==> src/design/tlp_pkg.sv <==
// ----------------------------------------------------------------------------
// tlp_pkg
// Shared types, character codes and tables of the tool-path line parser.
// ----------------------------------------------------------------------------
package tlp_pkg;

  // text bytes that steer the parser
  localparam logic [7:0] CH_NL    = 8'd10;
  localparam logic [7:0] CH_N     = 8'h4E;
  localparam logic [7:0] CH_G     = 8'h47;
  localparam logic [7:0] CH_MINUS = 8'h2D;
  localparam logic [7:0] CH_DOT   = 8'h2E;
  localparam logic [7:0] CH_ZERO  = 8'h30;
  localparam logic [7:0] CH_NINE  = 8'h39;

  // highest move type that is accepted
  localparam logic [3:0] MAX_TYPE = 4'd2;

  typedef enum logic [3:0] {
    PH_START,
    PH_LINENO,
    PH_TYPE1,
    PH_TYPE2,
    PH_LETTER,
    PH_SIGN,
    PH_NUMBER,
    PH_TAIL,
    PH_DONE,
    PH_IGNORE,
    PH_ERROR
  } phase_e;

  typedef enum logic [2:0] {
    ST_FAST,
    ST_MILL,
    ST_BADTYPE,
    ST_EMPTY,
    ST_OVERFLOW
  } status_e;

  // outcome of one digit step of the number accumulator
  typedef struct packed {
    logic push;
    logic frac_inc;
    logic ovf;
  } num_step_t;

  // result control handed from the parser to the output register
  typedef struct packed {
    logic    vld;
    status_e status;
  } res_ctl_t;

  // powers of ten for the fixed point scaling
  function automatic logic [23:0] pow10(input logic [2:0] e);
    logic [23:0] p;
    unique case (e)
      3'd0:    p = 24'd1;
      3'd1:    p = 24'd10;
      3'd2:    p = 24'd100;
      3'd3:    p = 24'd1000;
      3'd4:    p = 24'd10000;
      3'd5:    p = 24'd100000;
      3'd6:    p = 24'd1000000;
      default: p = 24'd0;
    endcase
    return p;
  endfunction

endpackage

==> src/design/tlp_ch_if.sv <==
// ----------------------------------------------------------------------------
// tlp_ch_if
// Character channel: one text byte per item, valid/ready handshake.
// ----------------------------------------------------------------------------
interface tlp_ch_if;
  logic       valid;
  logic       ready;
  logic [7:0] ch;

  modport source (output valid, output ch, input ready);
  modport sink   (input valid, input ch, output ready);
endinterface

==> src/design/tlp_res_if.sv <==
// ----------------------------------------------------------------------------
// tlp_res_if
// Result channel: move status and three coordinates, valid/ready handshake.
// ----------------------------------------------------------------------------
interface tlp_res_if #(
  parameter int unsigned COORD_BITS = 24
);
  logic                         valid;
  logic                         ready;
  tlp_pkg::status_e             status;
  logic signed [COORD_BITS-1:0] coord_x;
  logic signed [COORD_BITS-1:0] coord_y;
  logic signed [COORD_BITS-1:0] coord_z;

  modport source (output valid, output status, output coord_x, output coord_y,
                  output coord_z, input ready);
  modport sink   (input valid, input status, input coord_x, input coord_y,
                  input coord_z, output ready);
endinterface

==> src/design/tlp_num.sv <==
// ----------------------------------------------------------------------------
// tlp_num
// One digit step of the coordinate accumulator. The magnitude is kept
// already scaled to full fixed point, so no padding is needed at the end.
// ----------------------------------------------------------------------------
module tlp_num #(
  parameter int unsigned COORD_BITS  = 24,
  parameter int unsigned FRAC_DIGITS = 3
) (
  input  logic [COORD_BITS-1:0]              mag_i,
  input  logic                               neg_i,
  input  logic                               dot_i,
  input  logic [$clog2(FRAC_DIGITS+1)-1:0]   frac_i,
  input  logic [3:0]                         digit_i,
  output logic [COORD_BITS-1:0]              mag_o,
  output tlp_pkg::num_step_t                 step_o
);
  import tlp_pkg::*;

  localparam int unsigned CW = COORD_BITS + 28;
  localparam int unsigned FW = $clog2(FRAC_DIGITS + 1);

  logic [CW-1:0] mag_w;
  logic [CW-1:0] sum_w;
  logic [CW-1:0] limit_w;
  logic [27:0]   scale_w;
  logic [2:0]    exp_w;
  logic          frac_open;
  logic          push;

  assign frac_open = (frac_i < FW'(FRAC_DIGITS));
  assign mag_w     = CW'(mag_i);

  // integer digit lands at 10^F, fraction digit f at 10^(F-1-f)
  assign exp_w   = dot_i ? (3'(FRAC_DIGITS - 1) - 3'(frac_i)) : 3'(FRAC_DIGITS);
  assign scale_w = 28'(digit_i) * 28'(pow10(exp_w));

  assign sum_w = dot_i ? (mag_w + CW'(scale_w))
                       : ((mag_w << 3) + (mag_w << 1) + CW'(scale_w));

  // negative side may reach 2^(B-1), positive side one less
  assign limit_w = neg_i ? (CW'(1) << (COORD_BITS - 1))
                         : ((CW'(1) << (COORD_BITS - 1)) - CW'(1));

  assign push = !dot_i || frac_open;

  assign step_o.push     = push;
  assign step_o.frac_inc = dot_i && frac_open;
  assign step_o.ovf      = push && (sum_w > limit_w);
  assign mag_o           = push ? sum_w[COORD_BITS-1:0] : mag_i;

endmodule

==> src/design/tlp_parse.sv <==
// ----------------------------------------------------------------------------
// tlp_parse
// Line state machine: walks one character per step through line number,
// move type and three coordinates and forms the result at each newline.
// ----------------------------------------------------------------------------
module tlp_parse #(
  parameter int unsigned COORD_BITS  = 24,
  parameter int unsigned FRAC_DIGITS = 3
) (
  input  logic                   clk_i,
  input  logic                   rst_ni,
  input  logic                   step_i,
  input  logic [7:0]             ch_i,
  output tlp_pkg::res_ctl_t      res_ctl_o,
  output logic [COORD_BITS-1:0]  cx_o,
  output logic [COORD_BITS-1:0]  cy_o,
  output logic [COORD_BITS-1:0]  cz_o
);
  import tlp_pkg::*;

  localparam int unsigned FW = $clog2(FRAC_DIGITS + 1);

  phase_e                phase_q, phase_d;
  status_e               err_q, err_d, err_set;
  logic [1:0]            idx_q, idx_d;
  logic                  typez_q, typez_d;
  logic                  mill_q, mill_d;
  logic                  neg_q, neg_d;
  logic                  dot_q, dot_d;
  logic                  seen_q, seen_d;
  logic [FW-1:0]         frac_q, frac_d;
  logic [COORD_BITS-1:0] mag_q, mag_d;
  logic [COORD_BITS-1:0] cx_q, cx_d, cy_q, cy_d, cz_q, cz_d;

  logic                  is_nl, is_dig, is_dot, is_minus;
  logic [3:0]            dig;
  logic [COORD_BITS-1:0] mag_n;
  logic [COORD_BITS-1:0] sval;
  num_step_t             nstep;
  phase_e                fin_phase;

  assign is_nl    = (ch_i == CH_NL);
  assign is_dig   = (ch_i >= CH_ZERO) && (ch_i <= CH_NINE);
  assign is_dot   = (ch_i == CH_DOT);
  assign is_minus = (ch_i == CH_MINUS);
  assign dig      = 4'(ch_i - CH_ZERO);

  assign sval = neg_q ? (~mag_q + COORD_BITS'(1)) : mag_q;

  // where a number ends up when it is closed
  assign fin_phase = !seen_q ? PH_ERROR : ((idx_q == 2'd2) ? PH_DONE : PH_SIGN);

  tlp_num #(
    .COORD_BITS  (COORD_BITS),
    .FRAC_DIGITS (FRAC_DIGITS)
  ) u_num (
    .mag_i   (mag_q),
    .neg_i   (neg_q),
    .dot_i   (dot_q),
    .frac_i  (frac_q),
    .digit_i (dig),
    .mag_o   (mag_n),
    .step_o  (nstep)
  );

  // next phase and the error code raised on entering the error phase
  always_comb begin
    phase_d = phase_q;
    err_set = ST_EMPTY;
    if (is_nl) begin
      phase_d = PH_START;
    end else begin
      unique case (phase_q)
        PH_START:  phase_d = (ch_i == CH_N) ? PH_LINENO : PH_IGNORE;
        PH_LINENO: begin
          if (ch_i == CH_G) begin
            phase_d = PH_TYPE1;
          end else if (!is_dig) begin
            phase_d = PH_IGNORE;
          end
        end
        PH_TYPE1: begin
          err_set = ST_BADTYPE;
          phase_d = is_dig ? PH_TYPE2 : PH_ERROR;
        end
        PH_TYPE2: begin
          err_set = ST_BADTYPE;
          phase_d = (is_dig && typez_q && (dig <= MAX_TYPE)) ? PH_LETTER : PH_ERROR;
        end
        PH_LETTER: phase_d = PH_SIGN;
        PH_SIGN, PH_NUMBER: begin
          if (is_minus && (phase_q == PH_SIGN)) begin
            phase_d = PH_NUMBER;
          end else if (is_dig) begin
            err_set = ST_OVERFLOW;
            phase_d = nstep.ovf ? PH_ERROR : PH_NUMBER;
          end else if (is_dot) begin
            phase_d = dot_q ? PH_TAIL : PH_NUMBER;
          end else begin
            phase_d = fin_phase;
          end
        end
        PH_TAIL: begin
          if (!is_dig && !is_dot) begin
            phase_d = fin_phase;
          end
        end
        PH_DONE, PH_IGNORE, PH_ERROR: phase_d = phase_q;
        default: phase_d = PH_IGNORE;
      endcase
    end
  end

  assign err_d = (step_i && !is_nl && (phase_d == PH_ERROR) && (phase_q != PH_ERROR))
                 ? err_set : (is_nl ? ST_FAST : err_q);

  // number and coordinate registers
  always_comb begin
    idx_d   = idx_q;
    typez_d = typez_q;
    mill_d  = mill_q;
    neg_d   = neg_q;
    dot_d   = dot_q;
    seen_d  = seen_q;
    frac_d  = frac_q;
    mag_d   = mag_q;
    cx_d    = cx_q;
    cy_d    = cy_q;
    cz_d    = cz_q;
    if (is_nl) begin
      idx_d   = 2'd0;
      typez_d = 1'b0;
      mill_d  = 1'b0;
      neg_d   = 1'b0;
      dot_d   = 1'b0;
      seen_d  = 1'b0;
      frac_d  = '0;
      mag_d   = '0;
    end else begin
      unique case (phase_q)
        PH_TYPE1: typez_d = (dig == 4'd0);
        PH_TYPE2: begin
          mill_d = (dig != 4'd0);
          idx_d  = 2'd0;
        end
        PH_SIGN, PH_NUMBER, PH_TAIL: begin
          if (is_minus && (phase_q == PH_SIGN)) begin
            neg_d = 1'b1;
          end else if (is_dig) begin
            if (phase_q != PH_TAIL) begin
              seen_d = 1'b1;
              mag_d  = mag_n;
              if (nstep.frac_inc) begin
                frac_d = frac_q + FW'(1);
              end
            end
          end else if (is_dot) begin
            if (phase_q != PH_TAIL) begin
              dot_d = 1'b1;
            end
          end else if (seen_q) begin
            // number closed: store it and start the next one
            unique case (idx_q)
              2'd0:    cx_d = sval;
              2'd1:    cy_d = sval;
              default: cz_d = sval;
            endcase
            if (idx_q != 2'd2) begin
              idx_d = idx_q + 2'd1;
            end
            neg_d  = 1'b0;
            dot_d  = 1'b0;
            seen_d = 1'b0;
            frac_d = '0;
            mag_d  = '0;
          end
        end
        default: idx_d = idx_q;
      endcase
    end
  end

  // result formed at a newline
  always_comb begin
    res_ctl_o.vld    = 1'b0;
    res_ctl_o.status = ST_FAST;
    cx_o             = '0;
    cy_o             = '0;
    cz_o             = '0;
    if (is_nl) begin
      unique case (phase_q)
        PH_TYPE1, PH_TYPE2: begin
          res_ctl_o.vld    = 1'b1;
          res_ctl_o.status = ST_BADTYPE;
        end
        PH_LETTER, PH_SIGN: begin
          res_ctl_o.vld    = 1'b1;
          res_ctl_o.status = ST_EMPTY;
        end
        PH_NUMBER, PH_TAIL: begin
          res_ctl_o.vld = 1'b1;
          if (!seen_q || (idx_q != 2'd2)) begin
            res_ctl_o.status = ST_EMPTY;
          end else begin
            res_ctl_o.status = mill_q ? ST_MILL : ST_FAST;
            cx_o             = cx_q;
            cy_o             = cy_q;
            cz_o             = sval;
          end
        end
        PH_DONE: begin
          res_ctl_o.vld    = 1'b1;
          res_ctl_o.status = mill_q ? ST_MILL : ST_FAST;
          cx_o             = cx_q;
          cy_o             = cy_q;
          cz_o             = cz_q;
        end
        PH_ERROR: begin
          res_ctl_o.vld    = 1'b1;
          res_ctl_o.status = err_q;
        end
        default: res_ctl_o.vld = 1'b0;
      endcase
    end
  end

  always_ff @(posedge clk_i or negedge rst_ni) begin
    if (!rst_ni) begin
      phase_q <= PH_START;
      err_q   <= ST_FAST;
      idx_q   <= 2'd0;
      typez_q <= 1'b0;
      mill_q  <= 1'b0;
      neg_q   <= 1'b0;
      dot_q   <= 1'b0;
      seen_q  <= 1'b0;
      frac_q  <= '0;
      mag_q   <= '0;
    end else if (step_i) begin
      phase_q <= phase_d;
      err_q   <= err_d;
      idx_q   <= idx_d;
      typez_q <= typez_d;
      mill_q  <= mill_d;
      neg_q   <= neg_d;
      dot_q   <= dot_d;
      seen_q  <= seen_d;
      frac_q  <= frac_d;
      mag_q   <= mag_d;
    end
  end

  always_ff @(posedge clk_i) begin
    if (step_i) begin
      cx_q <= cx_d;
      cy_q <= cy_d;
      cz_q <= cz_d;
    end
  end

endmodule

==> src/design/toolpath_line_parser.sv <==
// ----------------------------------------------------------------------------
// toolpath_line_parser
// Parses tool-path text lines N<digits>G<type><l><num><l><num><l><num> into
// move results with three fixed point coordinates.
// ----------------------------------------------------------------------------
// Usage:
//   chr_i takes one text byte per item; byte 10 ends a line. res_o gives one
//   item per parsed line at its newline: status (fast move, milling move,
//   bad type, empty number, overflow) and the three coordinates in units of
//   10^-FRAC_DIGITS, zero on any error status. Lines that do not start with
//   N, or have no G after the line number digits, give no item.
//   A byte is taken into an input register, walked through the line state
//   machine and the result is loaded into the output register on res_o.
//   One byte per cycle is sustained while no newline waits on a full output;
//   the cycle is set by the digit step of the coordinate accumulator
//   (magnitude times ten plus a scaled digit and the range compare).
//   When res_o is stalled with a result waiting, bytes that cause no result
//   still flow; the parser holds only on a newline that needs the output.
//   Reset clears both valid flags and the parser returns to line start.
// ----------------------------------------------------------------------------
module toolpath_line_parser #(
  parameter int unsigned COORD_BITS  = 24,
  parameter int unsigned FRAC_DIGITS = 3
) (
  input  logic       clk_i,
  input  logic       rst_ni,
  tlp_ch_if.sink     chr_i,
  tlp_res_if.source  res_o
);
  import tlp_pkg::*;

  logic                  ch_vld_q, ch_vld_d;
  logic [7:0]            ch_q;
  logic                  out_vld_q, out_vld_d;
  status_e               status_q;
  logic [COORD_BITS-1:0] cx_q, cy_q, cz_q;
  logic                  go;
  res_ctl_t              res_ctl;
  logic [COORD_BITS-1:0] cx, cy, cz;

  // a byte moves on unless it makes a result and the output is still full
  assign go = ch_vld_q && !(res_ctl.vld && out_vld_q && !res_o.ready);

  assign chr_i.ready = !ch_vld_q || go;

  assign ch_vld_d  = (chr_i.valid && chr_i.ready) ? 1'b1 : (go ? 1'b0 : ch_vld_q);
  assign out_vld_d = (go && res_ctl.vld) ? 1'b1 : (res_o.ready ? 1'b0 : out_vld_q);

  tlp_parse #(
    .COORD_BITS  (COORD_BITS),
    .FRAC_DIGITS (FRAC_DIGITS)
  ) u_parse (
    .clk_i     (clk_i),
    .rst_ni    (rst_ni),
    .step_i    (go),
    .ch_i      (ch_q),
    .res_ctl_o (res_ctl),
    .cx_o      (cx),
    .cy_o      (cy),
    .cz_o      (cz)
  );

  always_ff @(posedge clk_i or negedge rst_ni) begin
    if (!rst_ni) begin
      ch_vld_q  <= 1'b0;
      out_vld_q <= 1'b0;
    end else begin
      ch_vld_q  <= ch_vld_d;
      out_vld_q <= out_vld_d;
    end
  end

  always_ff @(posedge clk_i) begin
    if (chr_i.valid && chr_i.ready) begin
      ch_q <= chr_i.ch;
    end
    if (go && res_ctl.vld) begin
      status_q <= res_ctl.status;
      cx_q     <= cx;
      cy_q     <= cy;
      cz_q     <= cz;
    end
  end

  assign res_o.valid   = out_vld_q;
  assign res_o.status  = status_q;
  assign res_o.coord_x = $signed(cx_q);
  assign res_o.coord_y = $signed(cy_q);
  assign res_o.coord_z = $signed(cz_q);

  // a buffered byte that cannot move keeps its value
  a_ch_hold: assert property (@(posedge clk_i) disable iff (!rst_ni)
    ch_vld_q && !go |=> ch_vld_q && $stable(ch_q))
    else $error("buffered byte lost or changed while held");

  // a result produced by the parser shows up on the output next cycle
  a_res_load: assert property (@(posedge clk_i) disable iff (!rst_ni)
    go && res_ctl.vld |=> res_o.valid)
    else $error("parsed result not presented");

  // error results carry zero coordinates
  a_err_zero: assert property (@(posedge clk_i) disable iff (!rst_ni)
    res_o.valid && (res_o.status != ST_FAST) && (res_o.status != ST_MILL)
    |-> (cx_q == '0) && (cy_q == '0) && (cz_q == '0))
    else $error("error result with nonzero coordinates");

endmodule
==> src/flat_wrapper.sv <==
// flat-port wrapper written by rule: the top's interface ports become plain ports
module toolpath_line_parser_flat import tlp_pkg::*;
#(
  parameter int unsigned COORD_BITS  = 24,
  parameter int unsigned FRAC_DIGITS = 3
)
  (clk_i, rst_ni, chr_i_valid, chr_i_ch, chr_i_ready, res_o_valid, res_o_status, res_o_coord_x, res_o_coord_y, res_o_coord_z, res_o_ready);
  tlp_ch_if chr_i_i ();
  tlp_res_if #(.COORD_BITS(COORD_BITS)) res_o_i ();
  input  logic clk_i;
  input  logic rst_ni;
  input wire logic [$bits(chr_i_i.valid)-1:0] chr_i_valid;
  input wire logic [$bits(chr_i_i.ch)-1:0] chr_i_ch;
  output wire logic [$bits(chr_i_i.ready)-1:0] chr_i_ready;
  output wire logic [$bits(res_o_i.valid)-1:0] res_o_valid;
  output wire logic [$bits(res_o_i.status)-1:0] res_o_status;
  output wire logic [$bits(res_o_i.coord_x)-1:0] res_o_coord_x;
  output wire logic [$bits(res_o_i.coord_y)-1:0] res_o_coord_y;
  output wire logic [$bits(res_o_i.coord_z)-1:0] res_o_coord_z;
  input wire logic [$bits(res_o_i.ready)-1:0] res_o_ready;
  assign chr_i_i.valid = chr_i_valid;
  assign chr_i_i.ch = chr_i_ch;
  assign chr_i_ready = chr_i_i.ready;
  assign res_o_valid = res_o_i.valid;
  assign res_o_status = res_o_i.status;
  assign res_o_coord_x = res_o_i.coord_x;
  assign res_o_coord_y = res_o_i.coord_y;
  assign res_o_coord_z = res_o_i.coord_z;
  assign res_o_i.ready = res_o_ready;
  toolpath_line_parser #(.COORD_BITS(COORD_BITS), .FRAC_DIGITS(FRAC_DIGITS)) u_core (.clk_i(clk_i), .rst_ni(rst_ni), .chr_i(chr_i_i), .res_o(res_o_i));
endmodule
==> config.mk <==
export PLATFORM = sky130hd
export DESIGN_NAME = toolpath_line_parser_flat
export DESIGN_NICKNAME = d
export VERILOG_FILES = /design/src/design/tlp_pkg.sv /design/src/design/tlp_ch_if.sv /design/src/design/tlp_res_if.sv /design/src/design/tlp_num.sv /design/src/design/tlp_parse.sv /design/src/design/toolpath_line_parser.sv /design/src/flat_wrapper.sv
export SDC_FILE = /design/constraint.sdc
export NUM_CORES = 1
export LEC_CHECK = 0
export BUFFER_PORTS_ARGS = -buffer_cell sky130_fd_sc_hd__buf_4
export CAP_MARGIN = 20
export CORE_AREA = 4 4 187 189
export DETAILED_ROUTE_END_ITERATION = 7
export DIE_AREA = 0 0 191 193
export GPL_ROUTABILITY_DRIVEN = 0
export GPL_TIMING_DRIVEN = 0
export HOLD_SLACK_MARGIN = 0.05
export PLACE_DENSITY = 0.63
export SLEW_MARGIN = 20
export SYNTH_ARGS = -nofsm -noshare
export SYNTH_HDL_FRONTEND = slang
export SYNTH_HIERARCHICAL = 1
export SYNTH_SLANG_ARGS = --single-unit
==> constraint.sdc <==
create_clock -name clk_i -period 13.35 [get_ports clk_i]
set_clock_uncertainty 0.2 [all_clocks]
set_input_delay 1.335 -clock clk_i [delete_from_list [all_inputs] [get_ports clk_i]]
set_output_delay 1.335 -clock clk_i [all_outputs]
set_load 0.005 [all_outputs]
==> run_results.csv <==
group,metric,value,unit
grt,antenna_found_initial,1,
cts,ctsResizeCount,0,
critical_path,critPathCaptureType,"register",
cts,cts_buffer_depth,2,
grt,grt-ovfl-total,0,
synth,synth_nets,1698,
sta,worst_pin_slew,1160,ps
finish,fin_area,0.0168,mm^2
floorplanning,core_region_area,0.0333,mm^2
synth,syn_inst,1519,
pwr,clkPwrFrac,0.321,
finish,drive_gt1_frac,0.113,
synth,synth_warnings,6,
floorplanning,ios,89,
cts,htree_levels,4,
pwr,p_switching,0.491,mW
finish,final_util,0.504,
pwr,combPwrFrac,0.271,
grt,grt_max_degree,43,
critical_path,crit_type,"register to register",
drt,ant_nets,0,
floorplanning,core.rowCount,67,
floorplanning,die_w,191,um
pwr,cellLeakagePower,7.40,nW
pwr,swShare,0.295,
finish,final_common_cell,"edfxtp_1",
hold_path,holdCritPathClass,"register to register",
cts,postCtsSetupRepairBufs,0,
pwr,vdd_drop_max,0.0000833,V
place,port_buffers,88,
finish,syn_to_final_growth,12.9,%
finish,final_cells,2091,
outcome,status,"completed",
place,place_inst,2059,
finish,final_cell_mix,"155 x edfxtp_1, 147 x nand2_1, 134 x inv_1, 114 x ha_1, 101 x o21ai_0",
finish,nFillCells,3077,
sta,slew_headroom,0.228,
sta,rsz0062_at_grt,"false",
finish,finalNetCount,1809,
cts,clock_latency,420,ps
grt,grt_pass1_wl,57.0,mm
critical_path,max_stage_delay,740,ps
flow_run,maxCapViolCount,0,
finish,insertedDiodeCount,0,
sta,setup_violations,0,
drt,wl_per_cell,17.0,um
grt,grtUsageTotal,0.192,
critical_path,crit_arrival,12290,ps
drt,dr_total_vias,11600,
drt,drt-total-wl,35.6,mm
drt,drtIter0Drc,886,
floorplanning,start_util,0.447,
hold_path,hp-start,"u_core/u_parse/typez_q",
synth,syn_area,0.0149,mm^2
cts,cts_tree,"built",
sta,period_needed,12190,ps
critical_path,slowest_stage,"a2111oi_0",
floorplanning,dieArea,0.0369,mm^2
critical_path,startpoint,"u_core/u_parse/dot_q",
cts,clk_pin_slew,70,ps
critical_path,worstReg2RegStart,"u_core/u_parse/dot_q",
drt,via_per_inst,5.54,
critical_path,crit_fanout,10,
sta,hold_viol,0,
sta,fin_tns_setup,0,ps
cts,clkSinkCount,197,
place,placed_area,0.0162,mm^2
drt,drc,0,
place,pre_cts_slack,1400,ps
synth,syn_avg_cell_area,9.79,um^2
cts,hold_buffers,0,
sta,hold_ws,297,ps
pwr,p_int,1.17,mW
pwr,power_frac_seq,0.408,
sta,layout_setup_ws,1160,ps
grt,grt_pass1_vias,11000,
drt,drt_first_pass_iters,5,
pwr,total_power,1.66,mW
place,dpl.hpwl,28.6,mm
critical_path,crit_required,13450,ps
critical_path,crit_path_start_kind,"register",
floorplanning,die_h,193,um
sta,max_freq,0.0821,GHz
pwr,p_per_area,99.1,mW/mm^2
sta,finalCritPeriodShare,0.913,
cts,cts_buffers,17,
sta,slew_viol_final,0,
cts,root_buffer,"clkbuf_16",
sequential cells by signal, summed over array words and instances, names as in the netlist:
| register | count |
|---|---|
| u_core/ch_q | 8 |
| u_core/ch_vld_q | 1 |
| u_core/res_o.coord_x | 24 |
| u_core/res_o.coord_y | 24 |
| u_core/res_o.coord_z | 24 |
| u_core/res_o.status | 3 |
| u_core/res_o.valid | 1 |
| u_core/u_parse/cx_q | 24 |
| u_core/u_parse/cy_q | 24 |
| u_core/u_parse/cz_q | 24 |
| u_core/u_parse/dot_q | 1 |
| u_core/u_parse/err_q | 3 |
| u_core/u_parse/frac_q | 2 |
| u_core/u_parse/idx_q | 2 |
| u_core/u_parse/mag_q | 24 |
| u_core/u_parse/mill_q | 1 |
| u_core/u_parse/neg_q | 1 |
| u_core/u_parse/phase_q | 4 |
| u_core/u_parse/seen_q | 1 |
| u_core/u_parse/typez_q | 1 |
per-layer routing:
layer  share of wire  vias to the layer above  wire [um]  track usage
met5         0.00037                        -         13            0
met4           0.027                        2        952       0.0627
met3           0.048                       73       1700       0.0227
met2            0.47                      341      16700        0.329
met1            0.46                     5498      16200        0.257
li1                -                     5666          -            -
power groups by stage:
stage	logic (mW)	registers, mW	clock network (mW)
after detailed placement	0.441	0.692	0
after floorplan	0.354	0.688	0
after CTS	0.446	0.679	0.546
final	0.451	0.679	0.534
after global placement	0.436	0.693	0
after global routing	0.510	0.681	0.570
layout make-up:
type,count,area [um^2],area share
multi-input combinational,1135,8450,0.503
clock buffer,19,433,0.0258
clock inverter,13,191,0.0114
timing repair buffer,92,716,0.0426
buffer,52,229,0.0136
inverter,135,507,0.0302
tap,448,561,0.0334
sequential,197,5710,0.340
critical path: cells and delay by family, from the launching register on:
family	cells	cell delay, ps
simple gates	9	1490
mux	1	280
fa+ha+maj	6	2270
flops	1	380
xor+xnor	1	270
compound gates	20	4930
buf+inv	5	2220
final timing paths:
path                                            to  slack [ps]  depth (start not counted)
min in group asynchronous    u_core/u_parse/mill_q         680                          1
hold reg to reg             u_core/u_parse/typez_q         300                          1
setup / recovery           u_core/u_parse/err_q[1]        1160                         42
hold / removal              u_core/u_parse/typez_q         300                          1
setup reg to reg           u_core/u_parse/err_q[1]        1160                         42
max in group asynchronous  u_core/u_parse/mag_q[5]       11880                          1
Note: power is estimated with default switching activity, not from simulation.
